**src/hw/rtl/led_breathing_color_scaler_unit_macros.svh**
```systemverilog
// ---------------------------------------------------------------------------
// LED breathing colour scaler - assertion macros
// Concurrent check wrappers, compiled out for synthesis.
// ---------------------------------------------------------------------------
`ifndef LED_BREATHING_COLOR_SCALER_UNIT_MACROS_SVH
`define LED_BREATHING_COLOR_SCALER_UNIT_MACROS_SVH

`ifndef SYNTHESIS

// same-cycle implication
`define LBCS_ASSERT_IMP(lbl, clk, rstn, ante, cons) \
  lbl: assert property (@(posedge clk) disable iff (!rstn) (ante) |-> (cons)) \
    else $error("lbcs assertion failed");

// next-cycle implication
`define LBCS_ASSERT_NXT(lbl, clk, rstn, ante, cons) \
  lbl: assert property (@(posedge clk) disable iff (!rstn) (ante) |=> (cons)) \
    else $error("lbcs assertion failed");

`else

`define LBCS_ASSERT_IMP(lbl, clk, rstn, ante, cons)
`define LBCS_ASSERT_NXT(lbl, clk, rstn, ante, cons)

`endif

`endif

```
**src/hw/rtl/lbcs_pkg.sv**
```systemverilog
// ---------------------------------------------------------------------------
// lbcs_pkg
// Shared types, constants and the brightness table function.
// ---------------------------------------------------------------------------
`default_nettype none

package lbcs_pkg;

  localparam int ELAPSED_W  = 16;
  localparam int PERIOD_W   = 16;
  localparam int COLOR_W    = 8;
  localparam int SCALE_W    = 8;
  localparam int MODE_W     = 2;
  localparam int CFG_IDX_W  = 3;
  localparam int CFG_DATA_W = 16;
  localparam int IN_DATA_W  = 8;
  localparam int OUT_DATA_W = 3 * COLOR_W;
  localparam int NUM_CH     = 3;
  localparam int CH_W       = 2;

  localparam int PHASE_TABLE_BITS_DEF = 8;
  localparam logic [PERIOD_W-1:0] PERIOD_RST = 16'd1500;

  localparam logic [CH_W-1:0] CH_RED   = 2'd0;
  localparam logic [CH_W-1:0] CH_GREEN = 2'd1;
  localparam logic [CH_W-1:0] CH_BLUE  = 2'd2;

  typedef enum logic [MODE_W-1:0] {
    MODE_OFF   = 2'd0,
    MODE_SOLID = 2'd1,
    MODE_PULSE = 2'd2
  } mode_t;

  typedef enum logic [CFG_IDX_W-1:0] {
    CFG_MODE   = 3'd0,
    CFG_RED    = 3'd1,
    CFG_GREEN  = 3'd2,
    CFG_BLUE   = 3'd3,
    CFG_PERIOD = 3'd4
  } cfg_idx_t;

  typedef enum logic [2:0] {
    ST_IDLE,
    ST_DIV,
    ST_LOOK,
    ST_MUL,
    ST_HOLD
  } ctrl_state_t;

  typedef struct packed {
    logic            start;
    logic            div_step;
    logic            cap_e;
    logic            look;
    logic            mul_en;
    logic [CH_W-1:0] mul_ch;
    logic            load_out;
  } dp_cmd_t;

  typedef struct packed {
    logic out_busy;
  } dp_sts_t;

  localparam longint unsigned Q30_ONE       = 64'd1073741824;
  localparam longint unsigned Q30_HALF_PI   = 64'd1686629713;
  localparam longint unsigned Q30_FLOOR_015 = 64'd161061274;

  // Q0.8 scale for a folded quarter-wave index j; elaboration-time only
  function automatic logic [SCALE_W-1:0] scale_q8_f(input int unsigned j,
                                                    input int unsigned bits);
    longint unsigned x;
    longint unsigned x2;
    longint unsigned term;
    longint unsigned sum;
    longint unsigned v;
    longint unsigned q;
    x    = (Q30_HALF_PI * longint'(j)) >> (bits - 2);
    x2   = (x * x) >> 30;
    term = x;
    sum  = x;
    // Taylor series, odd terms to x^15
    term = ((term * x2) >> 30) / 64'd6;   sum = sum - term;
    term = ((term * x2) >> 30) / 64'd20;  sum = sum + term;
    term = ((term * x2) >> 30) / 64'd42;  sum = sum - term;
    term = ((term * x2) >> 30) / 64'd72;  sum = sum + term;
    term = ((term * x2) >> 30) / 64'd110; sum = sum - term;
    term = ((term * x2) >> 30) / 64'd156; sum = sum + term;
    term = ((term * x2) >> 30) / 64'd210; sum = sum - term;
    if (sum > Q30_ONE) begin
      sum = Q30_ONE;
    end
    v = Q30_FLOOR_015 + (sum * 64'd85) / 64'd100;
    q = (v * 64'd256 + (64'd1 << 29)) >> 30;
    if (q > 64'd255) begin
      q = 64'd255;
    end
    return q[SCALE_W-1:0];
  endfunction

endpackage

`default_nettype wire

```
**src/hw/rtl/lbcs_ctrl.sv**
```systemverilog
// ---------------------------------------------------------------------------
// lbcs_ctrl
// Sequencer: request intake, divider steps, table read, per-channel
// multiply and hand-off to the output register.
// ---------------------------------------------------------------------------
`default_nettype none
`include "led_breathing_color_scaler_unit_macros.svh"

module lbcs_ctrl #(
  parameter int PHASE_TABLE_BITS = lbcs_pkg::PHASE_TABLE_BITS_DEF
) (
  input  wire                  clk,
  input  wire                  rst_n,
  input  wire                  in_tvalid,
  output logic                 in_tready,
  input  wire lbcs_pkg::dp_sts_t sts,
  output lbcs_pkg::dp_cmd_t    cmd
);
  import lbcs_pkg::*;

  localparam int DIV_STEPS = ELAPSED_W + PHASE_TABLE_BITS;
  localparam int CNT_W     = $clog2(DIV_STEPS);
  localparam int DIV_LAST  = DIV_STEPS - 1;
  localparam int CHAN_LAST = NUM_CH - 1;

  ctrl_state_t      state_r, state_nxt;
  logic [CNT_W-1:0] cnt_r, cnt_nxt;

  always_ff @(posedge clk) begin
    if (!rst_n) begin
      state_r <= ST_IDLE;
      cnt_r   <= '0;
    end else begin
      state_r <= state_nxt;
      cnt_r   <= cnt_nxt;
    end
  end

  always_comb begin
    state_nxt = state_r;
    cnt_nxt   = cnt_r;
    cmd       = '0;
    in_tready = 1'b0;
    unique case (state_r)
      ST_IDLE: begin
        in_tready = 1'b1;
        if (in_tvalid) begin
          cmd.start = 1'b1;
          cnt_nxt   = '0;
          state_nxt = ST_DIV;
        end
      end
      ST_DIV: begin
        cmd.div_step = 1'b1;
        // remainder holds elapsed mod period once the integer bits are through
        cmd.cap_e    = (cnt_r == CNT_W'(ELAPSED_W));
        if (cnt_r == CNT_W'(DIV_LAST)) begin
          cnt_nxt   = '0;
          state_nxt = ST_LOOK;
        end else begin
          cnt_nxt = cnt_r + CNT_W'(1);
        end
      end
      ST_LOOK: begin
        cmd.look  = 1'b1;
        state_nxt = ST_MUL;
      end
      ST_MUL: begin
        cmd.mul_en = 1'b1;
        cmd.mul_ch = cnt_r[CH_W-1:0];
        if (cnt_r == CNT_W'(CHAN_LAST)) begin
          cnt_nxt   = '0;
          state_nxt = ST_HOLD;
        end else begin
          cnt_nxt = cnt_r + CNT_W'(1);
        end
      end
      ST_HOLD: begin
        if (!sts.out_busy) begin
          cmd.load_out = 1'b1;
          state_nxt    = ST_IDLE;
        end
      end
      default: begin
        state_nxt = ST_IDLE;
      end
    endcase
  end

  `LBCS_ASSERT_IMP(a_load_free, clk, rst_n, cmd.load_out, !sts.out_busy)
  `LBCS_ASSERT_IMP(a_mul_ch_range, clk, rst_n, state_r == ST_MUL,
                   cnt_r < CNT_W'(NUM_CH))
  `LBCS_ASSERT_NXT(a_start_div, clk, rst_n, cmd.start,
                   state_r == ST_DIV && cnt_r == '0)

endmodule

`default_nettype wire

```
**src/hw/rtl/lbcs_dp.sv**
```systemverilog
// ---------------------------------------------------------------------------
// lbcs_dp
// Datapath: elapsed counter, restoring divider for phase, brightness table,
// shared 8x8 multiplier and output register.
// ---------------------------------------------------------------------------
`default_nettype none
`include "led_breathing_color_scaler_unit_macros.svh"

module lbcs_dp #(
  parameter int PHASE_TABLE_BITS = lbcs_pkg::PHASE_TABLE_BITS_DEF
) (
  input  wire                                  clk,
  input  wire                                  rst_n,
  input  wire                                  in_restart,
  input  wire lbcs_pkg::dp_cmd_t               cmd,
  output lbcs_pkg::dp_sts_t                    sts,
  input  wire [lbcs_pkg::MODE_W-1:0]           mode,
  input  wire [lbcs_pkg::COLOR_W-1:0]          base_red,
  input  wire [lbcs_pkg::COLOR_W-1:0]          base_green,
  input  wire [lbcs_pkg::COLOR_W-1:0]          base_blue,
  input  wire [lbcs_pkg::PERIOD_W-1:0]         period,
  output logic                                 out_tvalid,
  input  wire                                  out_tready,
  output logic [lbcs_pkg::OUT_DATA_W-1:0]      out_tdata
);
  import lbcs_pkg::*;

  localparam int B       = PHASE_TABLE_BITS;
  localparam int DVD_W   = ELAPSED_W + B;
  localparam int HALF    = 1 << (B - 1);
  localparam int QUARTER = 1 << (B - 2);
  localparam int TIDX_W  = B - 1;

  logic [ELAPSED_W-1:0]  elapsed_r;
  logic [ELAPSED_W-1:0]  rem_r;
  logic [DVD_W-1:0]      dvd_r;
  logic [SCALE_W-1:0]    scale_r;
  logic [COLOR_W-1:0]    res_r [NUM_CH];
  logic [OUT_DATA_W-1:0] out_data_r;
  logic                  out_valid_r;

  // divider step
  logic [PERIOD_W:0]    rem_sh;
  logic                 q_bit;
  logic [ELAPSED_W-1:0] rem_step;
  logic [PERIOD_W:0]    e_inc;
  logic [ELAPSED_W-1:0] elapsed_nxt;
  logic [ELAPSED_W-1:0] e_start;

  assign rem_sh   = {rem_r, dvd_r[DVD_W-1]};
  assign q_bit    = (rem_sh >= {1'b0, period});
  assign rem_step = q_bit ? ELAPSED_W'(rem_sh - {1'b0, period}) : rem_sh[ELAPSED_W-1:0];
  assign e_inc    = {1'b0, rem_r} + (PERIOD_W + 1)'(1);
  assign elapsed_nxt = (e_inc == {1'b0, period}) ? '0 : e_inc[ELAPSED_W-1:0];
  assign e_start  = in_restart ? ELAPSED_W'(0) : elapsed_r;

  // quarter-wave table, folded index
  logic [SCALE_W-1:0] scale_tbl [QUARTER + 1];
  logic [B-1:0]       j_raw;
  logic [B-1:0]       j_fold;

  for (genvar g = 0; g <= QUARTER; g++) begin : g_tbl
    assign scale_tbl[g] = scale_q8_f(g, B);
  end

  assign j_raw  = {1'b0, dvd_r[B-2:0]};
  assign j_fold = (j_raw > B'(QUARTER)) ? (B'(HALF) - j_raw) : j_raw;

  // shared multiplier
  logic [COLOR_W-1:0]         mul_a;
  logic [COLOR_W+SCALE_W-1:0] prod;
  logic [COLOR_W-1:0]         res_val;

  always_comb begin
    unique case (cmd.mul_ch)
      CH_RED:   mul_a = base_red;
      CH_GREEN: mul_a = base_green;
      default:  mul_a = base_blue;
    endcase
  end

  assign prod = mul_a * scale_r;

  always_comb begin
    unique case (mode)
      MODE_SOLID: res_val = mul_a;
      MODE_PULSE: res_val = prod[COLOR_W+SCALE_W-1:SCALE_W];
      default:    res_val = '0;
    endcase
  end

  always_ff @(posedge clk) begin
    if (!rst_n) begin
      elapsed_r <= '0;
    end else if (cmd.cap_e) begin
      elapsed_r <= elapsed_nxt;
    end
  end

  always_ff @(posedge clk) begin
    if (cmd.start) begin
      rem_r <= '0;
      dvd_r <= {e_start, B'(0)};
    end else if (cmd.div_step) begin
      rem_r <= rem_step;
      dvd_r <= {dvd_r[DVD_W-2:0], q_bit};
    end
  end

  always_ff @(posedge clk) begin
    if (cmd.look) begin
      scale_r <= scale_tbl[j_fold[TIDX_W-1:0]];
    end
    if (cmd.mul_en) begin
      res_r[cmd.mul_ch] <= res_val;
    end
  end

  always_ff @(posedge clk) begin
    if (!rst_n) begin
      out_valid_r <= 1'b0;
    end else if (cmd.load_out) begin
      out_valid_r <= 1'b1;
    end else if (out_tready) begin
      out_valid_r <= 1'b0;
    end
  end

  always_ff @(posedge clk) begin
    if (cmd.load_out) begin
      out_data_r <= {res_r[CH_BLUE], res_r[CH_GREEN], res_r[CH_RED]};
    end
  end

  assign sts.out_busy = out_valid_r && !out_tready;
  assign out_tvalid   = out_valid_r;
  assign out_tdata    = out_data_r;

  `LBCS_ASSERT_NXT(a_elapsed_wrap, clk, rst_n, cmd.cap_e, elapsed_r < period)
  `LBCS_ASSERT_NXT(a_start_rem, clk, rst_n, cmd.start, rem_r == '0)
  `LBCS_ASSERT_NXT(a_load_valid, clk, rst_n, cmd.load_out, out_valid_r)

endmodule

`default_nettype wire

```
**src/hw/rtl/led_breathing_color_scaler_unit.sv**
```systemverilog
// ---------------------------------------------------------------------------
// led_breathing_color_scaler_unit
// One RGB drive value per millisecond tick: off, solid or breathing pulse.
// ---------------------------------------------------------------------------
// Flow: a tick request runs through the serial divider
//   (one divider step per cycle over 16 + PHASE_TABLE_BITS quotient bits),
//   one table read and three passes through the shared 8x8 multiplier.
// A new tick is taken only once the last result is in the output register;
//   a held result delays that hand-off and with it the next tick.
// Reset: synchronous active-low rst_n; mode off, colour zero, period 1500 ms,
//   elapsed counter zero, output empty.
`default_nettype none

module led_breathing_color_scaler_unit #(
  parameter int PHASE_TABLE_BITS = lbcs_pkg::PHASE_TABLE_BITS_DEF
) (
  input  wire                                 clk,
  input  wire                                 rst_n,
  input  wire                                 in_tvalid,
  output logic                                in_tready,
  input  wire [lbcs_pkg::IN_DATA_W-1:0]       in_tdata,   // [0] restart
  output logic                                out_tvalid,
  input  wire                                 out_tready,
  output logic [lbcs_pkg::OUT_DATA_W-1:0]     out_tdata,  // [7:0] red_out, [15:8] green_out,
                                                          // [23:16] blue_out
  input  wire                                 cfg_we,
  input  wire [lbcs_pkg::CFG_IDX_W-1:0]       cfg_idx,
  input  wire [lbcs_pkg::CFG_DATA_W-1:0]      cfg_wdata
);
  import lbcs_pkg::*;

  logic [MODE_W-1:0]   mode_r;
  logic [COLOR_W-1:0]  red_r;
  logic [COLOR_W-1:0]  green_r;
  logic [COLOR_W-1:0]  blue_r;
  logic [PERIOD_W-1:0] period_r;
  logic [PERIOD_W-1:0] period_eff;

  dp_cmd_t cmd;
  dp_sts_t sts;

  always_ff @(posedge clk) begin
    if (!rst_n) begin
      mode_r   <= MODE_OFF;
      red_r    <= '0;
      green_r  <= '0;
      blue_r   <= '0;
      period_r <= PERIOD_RST;
    end else if (cfg_we) begin
      unique case (cfg_idx)
        CFG_MODE:   mode_r   <= cfg_wdata[MODE_W-1:0];
        CFG_RED:    red_r    <= cfg_wdata[COLOR_W-1:0];
        CFG_GREEN:  green_r  <= cfg_wdata[COLOR_W-1:0];
        CFG_BLUE:   blue_r   <= cfg_wdata[COLOR_W-1:0];
        CFG_PERIOD: period_r <= cfg_wdata[PERIOD_W-1:0];
        default: ;
      endcase
    end
  end

  // zero period behaves as one
  assign period_eff = (period_r == '0) ? PERIOD_W'(1) : period_r;

  lbcs_ctrl #(
    .PHASE_TABLE_BITS (PHASE_TABLE_BITS)
  ) u_ctrl (
    .clk       (clk),
    .rst_n     (rst_n),
    .in_tvalid (in_tvalid),
    .in_tready (in_tready),
    .sts       (sts),
    .cmd       (cmd)
  );

  lbcs_dp #(
    .PHASE_TABLE_BITS (PHASE_TABLE_BITS)
  ) u_dp (
    .clk        (clk),
    .rst_n      (rst_n),
    .in_restart (in_tdata[0]),
    .cmd        (cmd),
    .sts        (sts),
    .mode       (mode_r),
    .base_red   (red_r),
    .base_green (green_r),
    .base_blue  (blue_r),
    .period     (period_eff),
    .out_tvalid (out_tvalid),
    .out_tready (out_tready),
    .out_tdata  (out_tdata)
  );

endmodule

`default_nettype wire
```
**config.mk**
```make
export PLATFORM = sky130hd
export DESIGN_NAME = led_breathing_color_scaler_unit
export DESIGN_NICKNAME = d
export VERILOG_FILES = /design/src/hw/rtl/lbcs_pkg.sv /design/src/hw/rtl/lbcs_ctrl.sv /design/src/hw/rtl/lbcs_dp.sv /design/src/hw/rtl/led_breathing_color_scaler_unit.sv
export VERILOG_INCLUDE_DIRS = /design/src /design/src/hw/rtl
export SDC_FILE = /design/constraint.sdc
export NUM_CORES = 1
export LEC_CHECK = 0
export ABC_AREA = 1
export BUFFER_PORTS_ARGS = -buffer_cell sky130_fd_sc_hd__buf_2
export CORE_ASPECT_RATIO = 2
export CORE_MARGIN = 4
export CORE_UTILIZATION = 33
export DETAILED_ROUTE_END_ITERATION = 16
export MAX_ROUTING_LAYER = met4
export PLACE_DENSITY = 0.57
export SYNTH_ARGS = -nofsm -noshare
export SYNTH_HDL_FRONTEND = slang
export SYNTH_SLANG_ARGS = --single-unit
```
**constraint.sdc**
```tcl
create_clock -name clk -period 5.6 [get_ports clk]
set_clock_uncertainty 0.1 [all_clocks]
set_input_delay 0.28 -clock clk [delete_from_list [all_inputs] [get_ports clk]]
set_output_delay 0.28 -clock clk [all_outputs]
set_load 0.02 [all_outputs]
```
==> results of run 1 <==
[how the worst max path moves through the flow]
stage                                 start                to  slack, ps  cells past startpoint
after floorplan           u_ctrl.state_r[1]  u_dp.res_r[0][7]        190                     24
after detailed placement  u_ctrl.state_r[1]  u_dp.res_r[0][5]         -2                     23
after global routing      u_ctrl.state_r[1]  u_dp.res_r[1][5]          1                     27
after CTS                 u_ctrl.state_r[1]  u_dp.res_r[1][6]          8                     23
after global placement    u_ctrl.state_r[2]  u_dp.res_r[0][6]         40                     24
final                     u_ctrl.state_r[1]  u_dp.res_r[1][5]        270                     25
[cells in the final DEF (no fill, tap or decap), types with 18 or more instances in the layout]
cell type  instances
dfxtp_1           90
buf_4             34
xor2_1            24
nand2_1          239
inv_1            206
nor2_1           128
nand2_2           18
nand3_1           68
a21oi_1          107
ha_1              63
edfxtp_1          72
buf_2             50
o21ai_0          118
fa_1              36
[cell families (layout without fill, tap and decap cells)]
logic type               count (synthesis)  in the layout  share of synthesized area, %
adder cells (fa/ha/maj)                100            100                          14.3
AO/OA/AOI/OAI                          292            292                          15.2
AND/OR/NAND/NOR                        509            509                          21.1
XOR/XNOR                                32             32                          2.84
flip-flops                             163            163                          37.5
buffers and inverters                  252            330                          9.08
[registers in the layout, indices dropped and copies added (netlist names)]
| signal | cells |
|---|---|
| out_tdata | 24 |
| u_dp.dvd_r | 24 |
| u_dp.res_r | 24 |
| period_r | 16 |
| u_dp.elapsed_r | 16 |
| u_dp.rem_r | 16 |
| blue_r | 8 |
| green_r | 8 |
| red_r | 8 |
| u_dp.scale_r | 8 |
| u_ctrl.cnt_r | 5 |
| u_ctrl.state_r | 3 |
| mode_r | 2 |
| u_dp.out_tvalid | 1 |
[cell type report]
cell class	count	area [um2]
Clock buffer	17	425
Clock inverter	15	175
Fill cell	3319	19500
Inverter	212	797
Multi-Input combinational cell	933	5760
Sequential cell	163	3990
Tap cell	423	529
Timing Repair Buffer	86	526
[tightest hold or removal path, stage by stage]
cell,delay [ps]
buf_2,70
o21ai_0,70
a21oi_1,100
[what timing repair did]
| item | in CTS | in global routing |
|---|---|---|
| pin swaps | 0 | 1 |
| setup buffers | 0 | 1 |
| gates resized for setup | 1 | 16 |
| hold buffers | 2 | 0 |
| endpoints found under the hold margin | 2 | 0 |
| setup endpoints to repair | 3 | 15 |
[power by group]
part	leakage (nW)	internal (W)	switching, W	total (W)
clock	0.294	0.000640	0.000545	0.00119
sequential	1.41	0.00139	0.000156	0.00154
combinational	3.51	0.000565	0.00118	0.00174
[stage by stage]
stage	instance area (um2)	setup WS [ps]	util, %	hold slack (ps)	TNS [ps]
after global routing	12200	1.46	38.5	26.6	0
final	12200	271	38.5	18.0	0
after CTS	12100	7.88	38.3	7.97	0
after floorplan	10600	186	-	300	0
after global placement	11500	45.0	36.3	302	0
after detailed placement	11500	-1.70	36.3	305	-5.07
[metal layers]
layer,vias up,GRT usage [%],wire (um)
li1,4554,-,-
met1,4208,15.6,9970
met2,155,35.2,17400
met3,56,1.82,745
met4,0,8.15,1380
met5,-,-,0
==> flow_summary_export.csv, run 1 <==
group,metric,value,unit
outcome,status,"finished, final reports clean",
global_routing,grt_use_total,17.3,%
synthesis,seq_area_frac_synth,37.5,%
clock_network,cts_buffer_depth,2,
global_routing,grt_pass1_vias,8850,
floorplanning,fp.dieW,135,um
setup_path,worstSetupPathType,"reg2reg",
placed_design,dpl.hpwl,23500,um
final_layout,antenna_cells,0,
power,power.leakage,5.21,nW
routing,antenna_left,0,
clock_network,clkTransAtPathRegs,70,ps
setup_path,worstSetupStartpointType,"register",
setup_path,cp_slowest_cell,"fa_1",
setup_path,critPathMaxStageDelay,600,ps
setup_path,cpLargestDelayFamily,"adder cells",
placed_design,dp.cells,1814,
synthesis,synth_common_cells,"nand2_1 (239), inv_1 (208), nor2_1 (131)",
clock_network,htree_num_levels,4,
setup_path,worstPathArrival,5540,ps
synthesis,synth_area_per_cell,7.89,um2
global_routing,grt_pass1_wl,46000,um
synthesis,yosysWarnings,0,
routing,dr.pass1.iters,7,
final_layout,syn_to_final_growth,14.7,%
synthesis,yosys-top-cells-area,"edfxtp_1 (20%), dfxtp_1 (17%), nand2_1 (8.4%)",
routing,wl_per_cell,15.9,um
synthesis,yosys.cell_types.count,53,
routing,vias,8973,
final_layout,finalNonFillerCells,1849,
floorplanning,dieArea,35300,um2
flow_run,drv_cap,0,
routing,drt_iter0_drc,403,
timing,rsz0062_at_grt,"no",
synthesis,ys_ff_latch,163,
setup_path,r2r_setup_slack,270,ps
floorplanning,start_util,33.6,%
floorplanning,core,31700,um2
power,total_power,0.00447,W
global_routing,grt_max_degree,47,
global_routing,antenna_found_initial,0,
synthesis,netlist.area_leader.share,20.3,%
final_layout,post_route_cells_drive_above_1_share,13.3,%
floorplanning,ios,58,
worst_hold_path,whs_endpoint,"period_r[11]",
synthesis,synth_fp_nets,1480,
final_layout,nets,1545,
synthesis,synthCells,1348,
power,ir_drop,0.270,mV
setup_path,cp_max_fo,5,
worst_hold_path,min_from,"cfg_wdata[11]",
timing,period_share,95.2,%
setup_path,r2r_cells,25,
floorplanning,rows,92,
clock_network,cts_tree,"done",
placed_design,gp_congestion,0.917,
synthesis,netlist_area,10600,um2
synthesis,synth_most_common_cell,"nand2_1",
global_routing,overflow,0,
routing,drc_errors,0,
setup_path,required,5810,ps
setup_path,path_buf_inv,7,
timing,slew-limit-headroom,27.4,%
floorplanning,die_h,262,um
timing,setup_viol,0,
timing,finalHoldViolations,0,
routing,wl,29500,um
worst_hold_path,hold_path_depth,3,
timing,tightest_slew,1090,ps
clock_network,numCtsBuffers,17,
routing,via_per_inst,4.85,
clock_network,cts_root_buf,"clkbuf_16",
setup_path,critPathCaptureType,"register",
timing,fmax,188,MHz
worst_hold_path,hold_path_class,"in2reg",
clock_network,clk-insertion-delay-late,440,ps
setup_path,r2r-start,"u_ctrl.state_r[1]",
clock_network,clock-sinks,163,
synthesis,synth_ff_type,"dfxtp_1",
synthesis,async_flop_share,0,%
timing,period_minus_slack,5330,ps
placed_design,portBuffers,50,
synthesis,synth-edff-count,72,
power,cellPowerDensity,366,nW/um2
synthesis,synth_top_area_cell,"edfxtp_1",
timing,finalMaxSlewViolations,0,
setup_path,timing.rr.end,"u_dp.res_r[1][5]",
(Power assumes the default switching activity.)
==> run 2: changes to the inputs <==
Settings changed: CELL_PAD_IN_SITES_DETAIL_PLACEMENT from default to 1, CELL_PAD_IN_SITES_GLOBAL_PLACEMENT from default to 2, PLACE_DENSITY 0.57 to 0.8, SLEW_MARGIN from default to 15.
Clock period 5.6 ns to 6.38 ns, I/O delays scaled along.
==> run 2 against run 1 <==
Via count is 2.2% higher. Maximum frequency fell by 9.4%. Clock power decreased by 12%. Count of clock-buffer cells in the layout did not move. Die area unchanged. Worst hold slack better by 27 ps. Flip-flop and latch count is the same. First-iteration DRC count is 9.4% lower. Combinational power down 10%. Critical path depth shrank 2. Final cell count decreased by 1.1%. Non-clock buffer count fell by 23. Largest cell class unchanged. Largest power group unchanged. Highest routed layer unchanged.
==> flow_summary_export.csv, run 2 (synthesis gave the netlist of run 1 again) <==
group,metric,value,unit
outcome,status,"finished, final reports clean",
power,pwr-share-seq,34.6,%
final_layout,final_common_cell,"nand2_1",
power,power.leakage,5.10,nW
timing,period_share,92.2,%
final_layout,layout_common_cells,"nand2_1 (239), inv_1 (208), nor2_1 (130)",
floorplanning,die_h,262,um
placed_design,dpl.hpwl,27300,um
setup_path,critPathCaptureType,"register",
global_routing,grt_pass1_vias,10100,
routing,wl_per_cell,18.5,um
timing,finalHoldViolations,0,
timing,finalMaxSlewViolations,0,
setup_path,worstPathArrival,6060,ps
floorplanning,core,31700,um2
final_layout,syn_to_final_growth,12.6,%
global_routing,grt_use_total,20.5,%
routing,drc_errors,0,
timing,period_minus_slack,5880,ps
worst_hold_path,hold_path_class,"in2reg",
global_routing,grt_pass1_wl,54100,um
routing,via_per_inst,5.02,
setup_path,worstSetupPathType,"reg2reg",
power,intPower,0.00224,W
setup_path,cp_max_fo,10,
clock_network,clock-sinks,163,
power,cellPowerDensity,333,nW/um2
clock_network,post_cts.repair.setup_buffers,0,
placed_design,portBuffers,50,
timing,fin_setup_tns,0,ps
floorplanning,ios,58,
power,p_clk_share,26.3,%
global_routing,overflow,0,
timing,rsz0062_at_grt,"no",
clock_network,clkTransAtPathRegs,80,ps
floorplanning,fp.dieW,135,um
clock_network,clk-insertion-delay-late,450,ps
routing,dr.pass1.iters,4,
routing,drt_iter0_drc,365,
clock_network,cts_buffer_depth,2,
routing,vias,9168,
global_routing,grt_max_degree,47,
final_layout,seqCellArea,3980,um2
timing,fmax,170,MHz
timing,whs,44.7,ps
timing,setup_viol,0,
power,p_sw,0.00175,W
floorplanning,dieArea,35300,um2
routing,antenna_left,0,
flow_run,drv_cap,0,
final_layout,nets,1522,
clock_network,numCtsBuffers,17,
setup_path,worstSetupStartpointType,"register",
timing,tightest_slew,1100,ps
setup_path,required,6550,ps
power,combPwrFrac,39.1,%
clock_network,htree_num_levels,4,
final_layout,post_route_cells_drive_above_1_share,10.9,%
timing,slew-limit-headroom,26.8,%
final_layout,fillCellCount,3866,
clock_network,cts_root_buf,"clkbuf_16",
floorplanning,start_util,33.6,%
placed_design,gp_congestion,0.907,
final_layout,multi_input_area,5700,um2
clock_network,cts_tree,"done",
power,ir_drop,0.193,mV
routing,wl,33900,um
power,sw_frac_of_total,44.0,%
global_routing,antenna_found_initial,2,
floorplanning,rows,92,
-- run 2: cell count changes in the layout (fill, tap and decap cells not counted), sizes merged --
cell / previous run / this run
bufinv: 1 / 0
inv: 221 / 219
buf: 84 / 61
clkinv: 4 / 7
diode: 0 / 2
-- run 2: per-stage QoR --
stage	total power (W)	instance area, um2	instances	worst slack [ps]	util (%)
CTS	0.00404	12000	1826	305	37.8
finish	0.00399	12000	1828	497	37.8
global route	0.00430	12000	1828	47.4	37.8
detailed placement	0.00298	11300	1792	321	35.8
global placement	0.00295	11300	1792	425	35.8
floorplan	0.00247	10600	1348	762	-
-- run 2: worst max-delay path: stages, from the launching register on --
cell	delay [ps]
dfxtp_1	460
nand2_2	130
nor2_8	180
inv_1	80
nor2_1	220
inv_1	180
o221a_2	330
inv_1	180
nor2_1	90
fa_1	540
fa_1	470
fa_1	560
inv_1	50
fa_1	540
inv_1	40
ha_1	360
a21oi_2	230
o21a_1	220
nor2_1	60
a211oi_1	240
nand2_1	90
nand2_1	60
nand3_1	70
a21oi_2	220
-- run 2: final timing paths --
path | from | endpoint | slack [ps] | cells past startpoint
max reg2reg | u_ctrl.state_r[1] | u_dp.res_r[1][7] | 500 | 23
min | cfg_wdata[3] | period_r[3] | 40 | 3
min reg2reg | u_dp.res_r[2][2] | out_tdata[18] | 320 | 0
max | u_ctrl.state_r[1] | u_dp.res_r[1][7] | 500 | 23
-- run 2: final cells by class --
class	count	share of cell area [%]
multi-input combinational	933	47.6
sequential	163	33.3
inverter	212	6.66
tap	423	4.42
clock buffer	17	3.55
timing repair buffer	63	2.95
clock inverter	15	1.50
antenna	2	0.0418
-- run 2: per-layer routing --
layer / track usage, % / routed length, um / vias up
met2: 41.9 / 20400 / 135
met5: - / 0 / -
met1: 17.5 / 11000 / 4446
met3: 2.59 / 603 / 80
li1: - / - / 4507
met4: 10.6 / 1860 / 0
-- run 2: what timing repair did --
action / 4_1_cts / 5_1_grt
hold endpoints to repair: 2 / 0
hold buffers: 2 / 0
resized for setup: 0 / 2
endpoints found under the setup margin: 0 / 3
-- run 2: power by group through the flow --
| stage | registers (W) | clock network, W | logic [W] |
|---|---|---|---|
| 2_1_floorplan | 0.00133 | 0 | 0.00114 |
| 3_3_place_gp | 0.00140 | 0 | 0.00154 |
| 3_5_place_dp | 0.00140 | 0 | 0.00157 |
| 4_1_cts | 0.00138 | 0.00108 | 0.00158 |
| 5_1_grt | 0.00140 | 0.00112 | 0.00179 |
| 6_report | 0.00138 | 0.00105 | 0.00156 |
